--- src/hw/rtl/xdvd_pkg.sv ---
`default_nettype none
// ----------------------------------------------------------------------------
// xdvd_pkg
// shared types and constants of the xor-delta viewport decoder
// ----------------------------------------------------------------------------
package xdvd_pkg;

    localparam int ADDRESS_BITS_DEFAULT = 24;
    localparam int QUEUE_DEPTH          = 4;
    localparam int CFG_ADDR_BITS        = 4;
    localparam int CFG_DATA_BITS        = 32;
    localparam int IN_TDATA_BITS        = 16;
    localparam int OUT_TDATA_BITS       = 40;

    localparam logic [16:0] WIDTH_ZERO_EFF = 17'h10000;

    localparam logic [1:0] REG_BASE_ADDRESS = 2'd0;
    localparam logic [1:0] REG_ROW_WIDTH    = 2'd1;
    localparam logic [1:0] REG_ROW_PITCH    = 2'd2;
    localparam logic [1:0] REG_XOR_MODE     = 2'd3;

    localparam logic [23:0] BASE_ADDRESS_RESET = 24'd0;
    localparam logic [15:0] ROW_WIDTH_RESET    = 16'd320;
    localparam logic [15:0] ROW_PITCH_RESET    = 16'd320;
    localparam logic        XOR_MODE_RESET     = 1'b1;

    typedef enum logic [1:0] {
        KIND_FILL,
        KIND_LITERAL,
        KIND_WORD,
        KIND_SKIP
    } cmd_kind_t;

    typedef enum logic [3:0] {
        PH_IDLE,
        PH_CMD,
        PH_SFILL_COUNT,
        PH_SFILL_VALUE,
        PH_WORD_LO,
        PH_WORD_HI,
        PH_LFILL_VALUE,
        PH_FILL_RUN,
        PH_LIT_RUN,
        PH_SKIP_WRAP
    } phase_t;

    typedef struct packed {
        logic       start_req;
        logic       byte_valid;
        logic [7:0] delta_byte;
        cmd_kind_t  kind;
    } cmd_item_t;

    typedef struct packed {
        logic [23:0] base_address;
        logic [15:0] row_width;
        logic [15:0] row_pitch;
        logic        xor_mode;
    } cfg_t;

    // first field in the highest bits
    typedef struct packed {
        logic        done_res;
        logic        write_merge_xor;
        logic [7:0]  write_data;
        logic [23:0] write_address;
        logic        write_valid;
        logic        byte_taken;
    } result_t;

endpackage
`default_nettype wire

--- src/hw/rtl/xdvd_front.sv ---
`default_nettype none
// ----------------------------------------------------------------------------
// xdvd_front
// unpacks input transfers and classifies the command byte
// ----------------------------------------------------------------------------
module xdvd_front (
    input  wire logic [xdvd_pkg::IN_TDATA_BITS-1:0] s_tdata,
    output xdvd_pkg::cmd_item_t                     item
);
    import xdvd_pkg::*;

    logic [7:0] data_byte;

    assign data_byte = s_tdata[9:2];

    always_comb begin
        item.start_req  = s_tdata[0];
        item.byte_valid = s_tdata[1];
        item.delta_byte = data_byte;
        priority if (data_byte == 8'h00) begin
            item.kind = KIND_FILL;
        end else if (!data_byte[7]) begin
            item.kind = KIND_LITERAL;
        end else if (data_byte[6:0] == 7'h00) begin
            item.kind = KIND_WORD;
        end else begin
            item.kind = KIND_SKIP;
        end
    end

endmodule
`default_nettype wire

--- src/hw/rtl/xdvd_queue.sv ---
`default_nettype none
// ----------------------------------------------------------------------------
// xdvd_queue
// short queue of classified items between front and back
// ----------------------------------------------------------------------------
module xdvd_queue #(
    parameter int DEPTH = xdvd_pkg::QUEUE_DEPTH
) (
    input  wire logic                aclk,
    input  wire logic                aresetn,
    input  wire logic                in_valid,
    output logic                     in_ready,
    input  wire xdvd_pkg::cmd_item_t in_item,
    output logic                     out_valid,
    input  wire logic                out_ready,
    output xdvd_pkg::cmd_item_t      out_item
);
    import xdvd_pkg::*;

    localparam int PTR_BITS = (DEPTH > 1) ? $clog2(DEPTH) : 1;

    cmd_item_t             mem [DEPTH];
    logic [PTR_BITS-1:0]   wr_ptr_reg;
    logic [PTR_BITS-1:0]   rd_ptr_reg;
    logic [PTR_BITS:0]     count_reg;
    logic                  push;
    logic                  pop;

    assign in_ready  = (count_reg != (PTR_BITS + 1)'(DEPTH));
    assign out_valid = (count_reg != '0);
    assign push      = in_valid && in_ready;
    assign pop       = out_valid && out_ready;
    assign out_item  = mem[rd_ptr_reg];

    always_ff @(posedge aclk) begin
        if (push) begin
            mem[wr_ptr_reg] <= in_item;
        end
    end

    always_ff @(posedge aclk) begin
        if (!aresetn) begin
            wr_ptr_reg <= '0;
            rd_ptr_reg <= '0;
            count_reg  <= '0;
        end else begin
            if (push) begin
                wr_ptr_reg <= (wr_ptr_reg == PTR_BITS'(DEPTH - 1)) ? '0 : wr_ptr_reg + 1'b1;
            end
            if (pop) begin
                rd_ptr_reg <= (rd_ptr_reg == PTR_BITS'(DEPTH - 1)) ? '0 : rd_ptr_reg + 1'b1;
            end
            unique case ({push, pop})
                2'b10:   count_reg <= count_reg + 1'b1;
                2'b01:   count_reg <= count_reg - 1'b1;
                default: count_reg <= count_reg;
            endcase
        end
    end

endmodule
`default_nettype wire

--- src/hw/rtl/xdvd_back.sv ---
`default_nettype none
// ----------------------------------------------------------------------------
// xdvd_back
// decode state machine, write address generation and result register
// ----------------------------------------------------------------------------
module xdvd_back #(
    parameter int ADDRESS_BITS = xdvd_pkg::ADDRESS_BITS_DEFAULT
) (
    input  wire logic                aclk,
    input  wire logic                aresetn,
    input  wire xdvd_pkg::cfg_t      cfg,
    input  wire logic                in_valid,
    output logic                     in_ready,
    input  wire xdvd_pkg::cmd_item_t in_item,
    output logic                     out_valid,
    input  wire logic                out_ready,
    output xdvd_pkg::result_t        out_res
);
    import xdvd_pkg::*;

    phase_t                  phase_reg, phase_next;
    logic [16:0]             column_reg, column_next;
    logic [ADDRESS_BITS-1:0] row_start_reg, row_start_next;
    logic [14:0]             run_left_reg, run_left_next;
    logic [7:0]              fill_byte_reg, fill_byte_next;
    logic [7:0]              low_byte_reg, low_byte_next;
    logic                    out_valid_reg;
    result_t                 out_res_reg, res_next;

    logic                    pop;
    logic [16:0]             eff_width;
    logic [15:0]             word;
    logic [15:0]             skip_amt;
    logic [16:0]             col_skip;
    logic [16:0]             col_inc;
    logic [16:0]             col_wrap;
    logic [14:0]             run_dec;
    logic [ADDRESS_BITS-1:0] next_row_addr;
    logic [ADDRESS_BITS-1:0] emit_addr;
    logic                    do_emit;
    logic                    do_skip;
    logic [7:0]              emit_data;

    assign in_ready  = !out_valid_reg || out_ready;
    assign pop       = in_valid && in_ready;
    assign out_valid = out_valid_reg;
    assign out_res   = out_res_reg;

    always_comb begin
        eff_width     = (cfg.row_width == 16'd0) ? WIDTH_ZERO_EFF : {1'b0, cfg.row_width};
        word          = {in_item.delta_byte, low_byte_reg};
        skip_amt      = (phase_reg == PH_WORD_HI) ? word : {9'd0, in_item.delta_byte[6:0]};
        col_skip      = column_reg + {1'b0, skip_amt};
        col_inc       = column_reg + 17'd1;
        col_wrap      = column_reg - eff_width;
        run_dec       = run_left_reg - 15'd1;
        next_row_addr = row_start_reg + ADDRESS_BITS'(cfg.row_pitch);
        emit_addr     = row_start_reg + ADDRESS_BITS'(column_reg);

        phase_next     = phase_reg;
        column_next    = column_reg;
        row_start_next = row_start_reg;
        run_left_next  = run_left_reg;
        fill_byte_next = fill_byte_reg;
        low_byte_next  = low_byte_reg;
        res_next       = '0;
        do_emit        = 1'b0;
        do_skip        = 1'b0;
        emit_data      = in_item.delta_byte;

        if (in_item.start_req) begin
            row_start_next = ADDRESS_BITS'(cfg.base_address);
            column_next    = '0;
            run_left_next  = '0;
            phase_next     = PH_CMD;
        end else begin
            unique case (phase_reg)
                PH_CMD: begin
                    if (in_item.byte_valid) begin
                        res_next.byte_taken = 1'b1;
                        unique case (in_item.kind)
                            KIND_FILL: phase_next = PH_SFILL_COUNT;
                            KIND_LITERAL: begin
                                run_left_next = {7'd0, in_item.delta_byte};
                                phase_next    = PH_LIT_RUN;
                            end
                            KIND_WORD: phase_next = PH_WORD_LO;
                            KIND_SKIP: do_skip = 1'b1;
                            default: phase_next = PH_IDLE;
                        endcase
                    end
                end
                PH_SFILL_COUNT: begin
                    if (in_item.byte_valid) begin
                        res_next.byte_taken = 1'b1;
                        run_left_next       = {7'd0, in_item.delta_byte};
                        phase_next          = PH_SFILL_VALUE;
                    end
                end
                PH_SFILL_VALUE, PH_LFILL_VALUE: begin
                    if (in_item.byte_valid) begin
                        res_next.byte_taken = 1'b1;
                        fill_byte_next      = in_item.delta_byte;
                        phase_next          = (run_left_reg != '0) ? PH_FILL_RUN : PH_CMD;
                    end
                end
                PH_WORD_LO: begin
                    if (in_item.byte_valid) begin
                        res_next.byte_taken = 1'b1;
                        low_byte_next       = in_item.delta_byte;
                        phase_next          = PH_WORD_HI;
                    end
                end
                PH_WORD_HI: begin
                    if (in_item.byte_valid) begin
                        res_next.byte_taken = 1'b1;
                        priority if (word == 16'd0) begin
                            res_next.done_res = 1'b1;
                            phase_next        = PH_IDLE;
                        end else if (!word[15]) begin
                            do_skip = 1'b1;
                        end else if (word[14]) begin
                            run_left_next = {1'b0, word[13:0]};
                            phase_next    = PH_LFILL_VALUE;
                        end else begin
                            run_left_next = {1'b0, word[13:0]};
                            phase_next    = (word[13:0] != '0) ? PH_LIT_RUN : PH_CMD;
                        end
                    end
                end
                PH_FILL_RUN: begin
                    if (run_left_reg == '0) begin
                        phase_next = PH_CMD;
                    end else begin
                        do_emit   = 1'b1;
                        emit_data = fill_byte_reg;
                    end
                end
                PH_LIT_RUN: begin
                    if (run_left_reg == '0) begin
                        phase_next = PH_CMD;
                    end else if (in_item.byte_valid) begin
                        res_next.byte_taken = 1'b1;
                        do_emit             = 1'b1;
                    end
                end
                PH_SKIP_WRAP: begin
                    if (column_reg >= eff_width) begin
                        column_next    = col_wrap;
                        row_start_next = next_row_addr;
                        if (col_wrap < eff_width) begin
                            phase_next = PH_CMD;
                        end
                    end else begin
                        phase_next = PH_CMD;
                    end
                end
                PH_IDLE: begin
                end
                default: phase_next = PH_IDLE;
            endcase
        end

        if (do_skip) begin
            column_next = col_skip;
            phase_next  = (col_skip >= eff_width) ? PH_SKIP_WRAP : PH_CMD;
        end

        if (do_emit) begin
            res_next.write_valid     = 1'b1;
            res_next.write_address   = 24'(emit_addr);
            res_next.write_data      = emit_data;
            res_next.write_merge_xor = cfg.xor_mode;
            if (col_inc >= eff_width) begin
                column_next    = '0;
                row_start_next = next_row_addr;
            end else begin
                column_next = col_inc;
            end
            run_left_next = run_dec;
            if (run_dec == '0) begin
                phase_next = PH_CMD;
            end
        end
    end

    always_ff @(posedge aclk) begin
        if (!aresetn) begin
            phase_reg     <= PH_IDLE;
            column_reg    <= '0;
            row_start_reg <= '0;
            run_left_reg  <= '0;
            fill_byte_reg <= '0;
            low_byte_reg  <= '0;
            out_valid_reg <= 1'b0;
        end else begin
            if (pop) begin
                phase_reg     <= phase_next;
                column_reg    <= column_next;
                row_start_reg <= row_start_next;
                run_left_reg  <= run_left_next;
                fill_byte_reg <= fill_byte_next;
                low_byte_reg  <= low_byte_next;
            end
            if (in_ready) begin
                out_valid_reg <= in_valid;
            end
        end
    end

    always_ff @(posedge aclk) begin
        if (pop) begin
            out_res_reg <= res_next;
        end
    end

`ifndef SYNTH
    // a start request always lands at column zero ready for a command
    a_start_restarts : assert property (@(posedge aclk) disable iff (!aresetn)
        (pop && in_item.start_req) |=> (phase_reg == PH_CMD && column_reg == '0
            && out_valid_reg && !out_res_reg.byte_taken && !out_res_reg.write_valid))
        else $error("start request did not restart decoding");

    // a pending fill run writes on every transfer
    a_fill_writes : assert property (@(posedge aclk) disable iff (!aresetn)
        (pop && !in_item.start_req && phase_reg == PH_FILL_RUN && run_left_reg != '0)
            |=> (out_res_reg.write_valid && !out_res_reg.byte_taken))
        else $error("fill run step without a write");

    // idle decoder neither takes bytes nor writes
    a_idle_quiet : assert property (@(posedge aclk) disable iff (!aresetn)
        (pop && !in_item.start_req && phase_reg == PH_IDLE)
            |=> (out_res_reg == '0 && phase_reg == PH_IDLE))
        else $error("activity while idle");
`endif

endmodule
`default_nettype wire

--- src/hw/rtl/xor_delta_viewport_decoder.sv ---
`default_nettype none
// ----------------------------------------------------------------------------
// xor_delta_viewport_decoder
// xor-delta command stream to framebuffer window byte writes
// ----------------------------------------------------------------------------
// Each input transfer is one decoder tick and gives exactly one output
// transfer, at one tick per clock cycle sustained while m_tready stays high. A
// tick leaves the front classifier through a four-entry queue into the decode
// state machine, whose state update sets the rate; its result sits in an output
// register. Configuration registers lie at byte addresses 0, 4, 8 and 12 and
// take effect at once.
// ----------------------------------------------------------------------------
module xor_delta_viewport_decoder #(
    parameter int ADDRESS_BITS = xdvd_pkg::ADDRESS_BITS_DEFAULT
) (
    input  wire logic                                 aclk,
    input  wire logic                                 aresetn,
    input  wire logic                                 s_tvalid,
    output logic                                      s_tready,
    // start_req, byte_valid, delta_byte
    input  wire logic [xdvd_pkg::IN_TDATA_BITS-1:0]   s_tdata,
    output logic                                      m_tvalid,
    input  wire logic                                 m_tready,
    // byte_taken, write_valid, write_address, write_data, write_merge_xor, done_res
    output logic [xdvd_pkg::OUT_TDATA_BITS-1:0]       m_tdata,
    input  wire logic                                 psel,
    input  wire logic                                 penable,
    input  wire logic                                 pwrite,
    input  wire logic [xdvd_pkg::CFG_ADDR_BITS-1:0]   paddr,
    input  wire logic [xdvd_pkg::CFG_DATA_BITS-1:0]   pwdata,
    output logic [xdvd_pkg::CFG_DATA_BITS-1:0]        prdata,
    output logic                                      pready
);
    import xdvd_pkg::*;

    cfg_t      cfg_reg;
    cmd_item_t front_item;
    cmd_item_t back_item;
    logic      back_valid;
    logic      back_ready;
    result_t   res;
    logic      cfg_write;

    assign pready    = 1'b1;
    assign cfg_write = psel && penable && pwrite && pready;

    always_ff @(posedge aclk) begin
        if (!aresetn) begin
            cfg_reg.base_address <= BASE_ADDRESS_RESET;
            cfg_reg.row_width    <= ROW_WIDTH_RESET;
            cfg_reg.row_pitch    <= ROW_PITCH_RESET;
            cfg_reg.xor_mode     <= XOR_MODE_RESET;
        end else if (cfg_write) begin
            unique case (paddr[3:2])
                REG_BASE_ADDRESS: cfg_reg.base_address <= pwdata[23:0];
                REG_ROW_WIDTH:    cfg_reg.row_width    <= pwdata[15:0];
                REG_ROW_PITCH:    cfg_reg.row_pitch    <= pwdata[15:0];
                REG_XOR_MODE:     cfg_reg.xor_mode     <= pwdata[0];
                default:          cfg_reg.xor_mode     <= cfg_reg.xor_mode;
            endcase
        end
    end

    always_comb begin
        unique case (paddr[3:2])
            REG_BASE_ADDRESS: prdata = CFG_DATA_BITS'(cfg_reg.base_address);
            REG_ROW_WIDTH:    prdata = CFG_DATA_BITS'(cfg_reg.row_width);
            REG_ROW_PITCH:    prdata = CFG_DATA_BITS'(cfg_reg.row_pitch);
            REG_XOR_MODE:     prdata = CFG_DATA_BITS'(cfg_reg.xor_mode);
            default:          prdata = '0;
        endcase
    end

    xdvd_front u_front (
        .s_tdata (s_tdata),
        .item    (front_item)
    );

    xdvd_queue #(
        .DEPTH (QUEUE_DEPTH)
    ) u_queue (
        .aclk      (aclk),
        .aresetn   (aresetn),
        .in_valid  (s_tvalid),
        .in_ready  (s_tready),
        .in_item   (front_item),
        .out_valid (back_valid),
        .out_ready (back_ready),
        .out_item  (back_item)
    );

    xdvd_back #(
        .ADDRESS_BITS (ADDRESS_BITS)
    ) u_back (
        .aclk      (aclk),
        .aresetn   (aresetn),
        .cfg       (cfg_reg),
        .in_valid  (back_valid),
        .in_ready  (back_ready),
        .in_item   (back_item),
        .out_valid (m_tvalid),
        .out_ready (m_tready),
        .out_res   (res)
    );

    assign m_tdata = OUT_TDATA_BITS'(res);

endmodule
`default_nettype wire
--- config.mk ---
export PLATFORM = sky130hd
export DESIGN_NAME = xor_delta_viewport_decoder
export DESIGN_NICKNAME = d
export VERILOG_FILES = /design/src/hw/rtl/xdvd_pkg.sv /design/src/hw/rtl/xdvd_front.sv /design/src/hw/rtl/xdvd_queue.sv /design/src/hw/rtl/xdvd_back.sv /design/src/hw/rtl/xor_delta_viewport_decoder.sv
export SDC_FILE = /design/constraint.sdc
export NUM_CORES = 1
export LEC_CHECK = 0
export ABC_AREA = 1
export ABC_CLOCK_PERIOD_IN_PS = 5370
export BUFFER_PORTS_ARGS = -buffer_cell sky130_fd_sc_hd__buf_4
export CORE_MARGIN = 2
export CORE_UTILIZATION = 45
export CTS_CLUSTER_DIAMETER = 30
export CTS_CLUSTER_SIZE = 30
export DETAILED_ROUTE_END_ITERATION = 10
export HOLD_SLACK_MARGIN = 0.15
export SKIP_CTS_REPAIR_TIMING = 1
export SYNTH_ARGS = -nofsm -noshare
export SYNTH_HDL_FRONTEND = slang
export SYNTH_HIERARCHICAL = 1
export SYNTH_SLANG_ARGS = --single-unit
--- constraint.sdc ---
create_clock -name aclk -period 5.37 [get_ports aclk]
set_clock_uncertainty 0.15 [all_clocks]
set_input_delay 0.537 -clock aclk [delete_from_list [all_inputs] [get_ports aclk]]
set_output_delay 0.537 -clock aclk [all_outputs]
set_load 0.01 [all_outputs]
==> flow_summary_export.csv <==
group,metric,value,unit
placed_design,preCtsSetupSlack,0.6868,ns
setup_path,crit_required,5.71,ns
clock_network,cts_buffers,57,
layout,largest_reg_flops,57,
setup_path,path_class,"flop to flop",
timing,slew_violations,0,
synth,yosysUniqueCellTypes,50,
synth,synth_top_family_by_area,"simple AND/OR/NAND/NOR gates",
timing,worstMarginPinSlew,1.205,ns
synth,synthCells,2750,
synth,synth_top_area_cell,"nand2_1",
power_and_ir_drop,swShare,0.4552,
power_and_ir_drop,seqPwrFrac,0.212,
layout,area_delta_synth_final,18.13,%
setup_path,critPathMaxFanout,12,
routing,firstDrtPassIters,5,
setup_path,r2r-end,"u_back/phase_reg[3]",
synth,yosys_warnings,6,
floorplan,die_y,203.4,µm
routing,vias,18120,
global_route,grt_start_max_net_pins,65,
setup_path,reg2reg_depth,24,
setup_path,ff2ff_setup_slack,0.64,ns
placed_design,dpl_cell_area,19000,µm²
power_and_ir_drop,p_clk_frac,0.291,
clock_network,path_clk_slew,0.05,ns
power_and_ir_drop,finalPower,11.86,mW
power_and_ir_drop,leakage,10.20,nW
placed_design,port_buffers,104,
synth,yosys-top-cells-area,"nand2_1 17%, dfxtp_1 16%, edfxtp_1 14%, ha_1 8.9%, nor2_1 7.4%",
power_and_ir_drop,internal_power,6.462,mW
clock_network,cts_buffer_depth,3,
timing,fin_ws,0.6382,ns
timing,fin_crit_sh,0.8812,
flow_run,maxCapViolCount,0,
timing,fin_tns_setup,0,ns
min_path,hold_end,"cfg_reg[54]",
timing,rsz0062_at_grt,"false",
layout,fin_area,21130,µm²
global_route,grt_pass1_wl,92340,µm
timing,setup_viol,0,
clock_network,htreeDepth,2,
outcome,status,"finished, final reports clean",
synth,yosys.area_share.simple,0.3529,
floorplan,num_io_pins,134,
global_route,track_usage,0.2871,
synth,synth-compound-area-share,0.1148,
timing,fmax,211.3,MHz
power_and_ir_drop,powerDensity,561.3,nW/µm²
floorplan,dieArea,41370,µm²
synth,ys_seq_area_frac,0.3010,
floorplan,std_cell_rows,73,
layout,antenna_cells,0,
power_and_ir_drop,p_sw,5.400,mW
clock_network,clkLatencyLatePin,0.61,ns
min_path,hold_path_depth,5,
timing,hold_viol,0,
floorplan,coreArea,39460,µm²
synth,synthMuxAreaShare,0,
routing,drc_errors,0,
layout,layout_commonest_cell,"nand2_1",
min_path,min_path_type,"primary input to flop",
setup_path,end_kind,"flop",
clock_network,cts_root_buf,"clkbuf_16",
routing,wl,60160,µm
clock_network,clock_sinks,227,
setup_path,start_kind,"flop",
routing,detail_route.wl_per_cell,17.51,µm
timing,slew-limit-headroom,0.1935,
routing,drtIter0Drc,1394,
global_route,gr-total-overflow,0,
layout,drive_gt1_frac,0.1017,
layout,nets,3054,
min_path,hp-start,"pwdata[21]",
setup_path,cp.arrival,5.07,ns
global_route,grt_antenna_before_repair,1,
power_and_ir_drop,power_frac_comb,0.497,
power_and_ir_drop,irDropWorstVdd,0.4672,mV
layout,final_core_util,0.5356,
placed_design,post-dp-hpwl,45660,µm
synth,ys_seq_elements,227,
synth,synth-xor-area-share,0.02692,
clock_network,tritoncts,"yes",
global_route,grt_pass1_vias,16930,
layout,final_cell_mix,"787 x nand2_1, 354 x nor2_1, 338 x inv_1, 201 x nand3_1, 173 x a21oi_1",
placed_design,place_congestion,0.9543,
routing,vias_per_cell,5.275,
synth,synthesis.area,17890,µm²
synth,synthAdderAreaFrac,0.09441,
synth,syn_area_per_cell,6.506,µm²
timing,min_period,4.732,ns
routing,antenna_left,0,
floorplan,start_util,0.4534,
floorplan,dieWidth,203.4,µm
synth,yosysTopAreaCellShare,0.1653,
[area by class of cell]
type	count	area (µm²)
flip-flops and latches	227	5385
well taps	525	656.9
clock buffers	67	1535
inverters	356	1336
multi-input cells	2069	10600
fillers	3979	18320
clock inverters	39	444.2
repair buffers	152	1179
[stage by stage]
step                      hold WS (ns)  std cells
after floorplan                 0.2745       2761
after global placement          0.2850       3314
after detailed placement        0.2932       3314
after CTS                     -0.03333       3420
after global routing            0.1573       3435
final                           0.1378       3435
[worst max-delay path, stage by stage (launching register included)]
cell and delay, ns:
dfxtp_1 0.40, buf_4 0.22, o21ai_0 0.10, o22ai_1 0.53, nand2_1 0.11, o21ai_0 0.16
inv_1 0.17, fa_1 0.45, o21ai_0 0.38, nand3_1 0.12, nand2_1 0.17, nand2_1 0.10
nand2_1 0.08, nand2_1 0.06, nand2_1 0.07, inv_1 0.04, ha_1 0.29, nand2_1 0.12
nor4_1 0.37, o21ai_0 0.15, nand4_1 0.11, nand2_1 0.07, nand2_1 0.08, nand2_1 0.05
a21oi_1 0.10
[Yosys cell counts, drive strengths merged]
library cell  number
conb               2
a21oi            174
o21ai            145
a21boi             3
fa                 5
nor3              25
o21bai            14
xor2              43
ha               127
a31oi              1
nand2            803
xnor2             12
o31ai              1
inv              354
buf               76
a22o               5
o211ai             3
clkinv             2
nand3b            14
edfxtp            84
a21o               4
a211oi             1
o21a               3
nand3            205
nor4              12
nor4b              1
dfxtp            143
nand4             46
nor2             367
a22oi              9
or2                3
o22ai             17
clkbuf            33
and2              13
[how the worst max path moves through the flow]
stage	startpoint	endpoint	slack, ns	depth (start not counted)
floorplan	flop	u_back/phase_reg[3]	1.58	25
global placement	flop	u_back/phase_reg[3]	0.77	24
detailed placement	flop	u_back/phase_reg[3]	0.69	25
CTS	flop	u_back/phase_reg[3]	0.64	24
global route	flop	u_back/phase_reg[3]	0.20	25
finish	flop	u_back/phase_reg[3]	0.64	24
[power groups by stage]
stage,registers (mW),logic (mW),clock network [mW]
finish,2.51,5.89,3.45
global route,2.54,6.62,3.58
CTS,2.50,5.84,3.50
detailed placement,2.52,5.80,0
global placement,2.53,5.72,0
floorplan,2.45,4.15,0
[routing by layer]
metal	routed length, µm	vias up	global-route usage
met3	3734	120	0.04171
met2	27290	605	0.4683
met4	2413	0	0.1259
li1	-	9107	-
met5	0	-	0
met1	26720	8288	0.3782
[kinds of logic after synthesis]
family,count (synthesis)
AND/OR/NAND/NOR,1489
buffers and inverters,465
AO/OA/AOI/OAI,380
flip-flops,227
adder cells (fa/ha/maj),132
XOR/XNOR,55
other,2
Power figures use the tool's default switching activity.
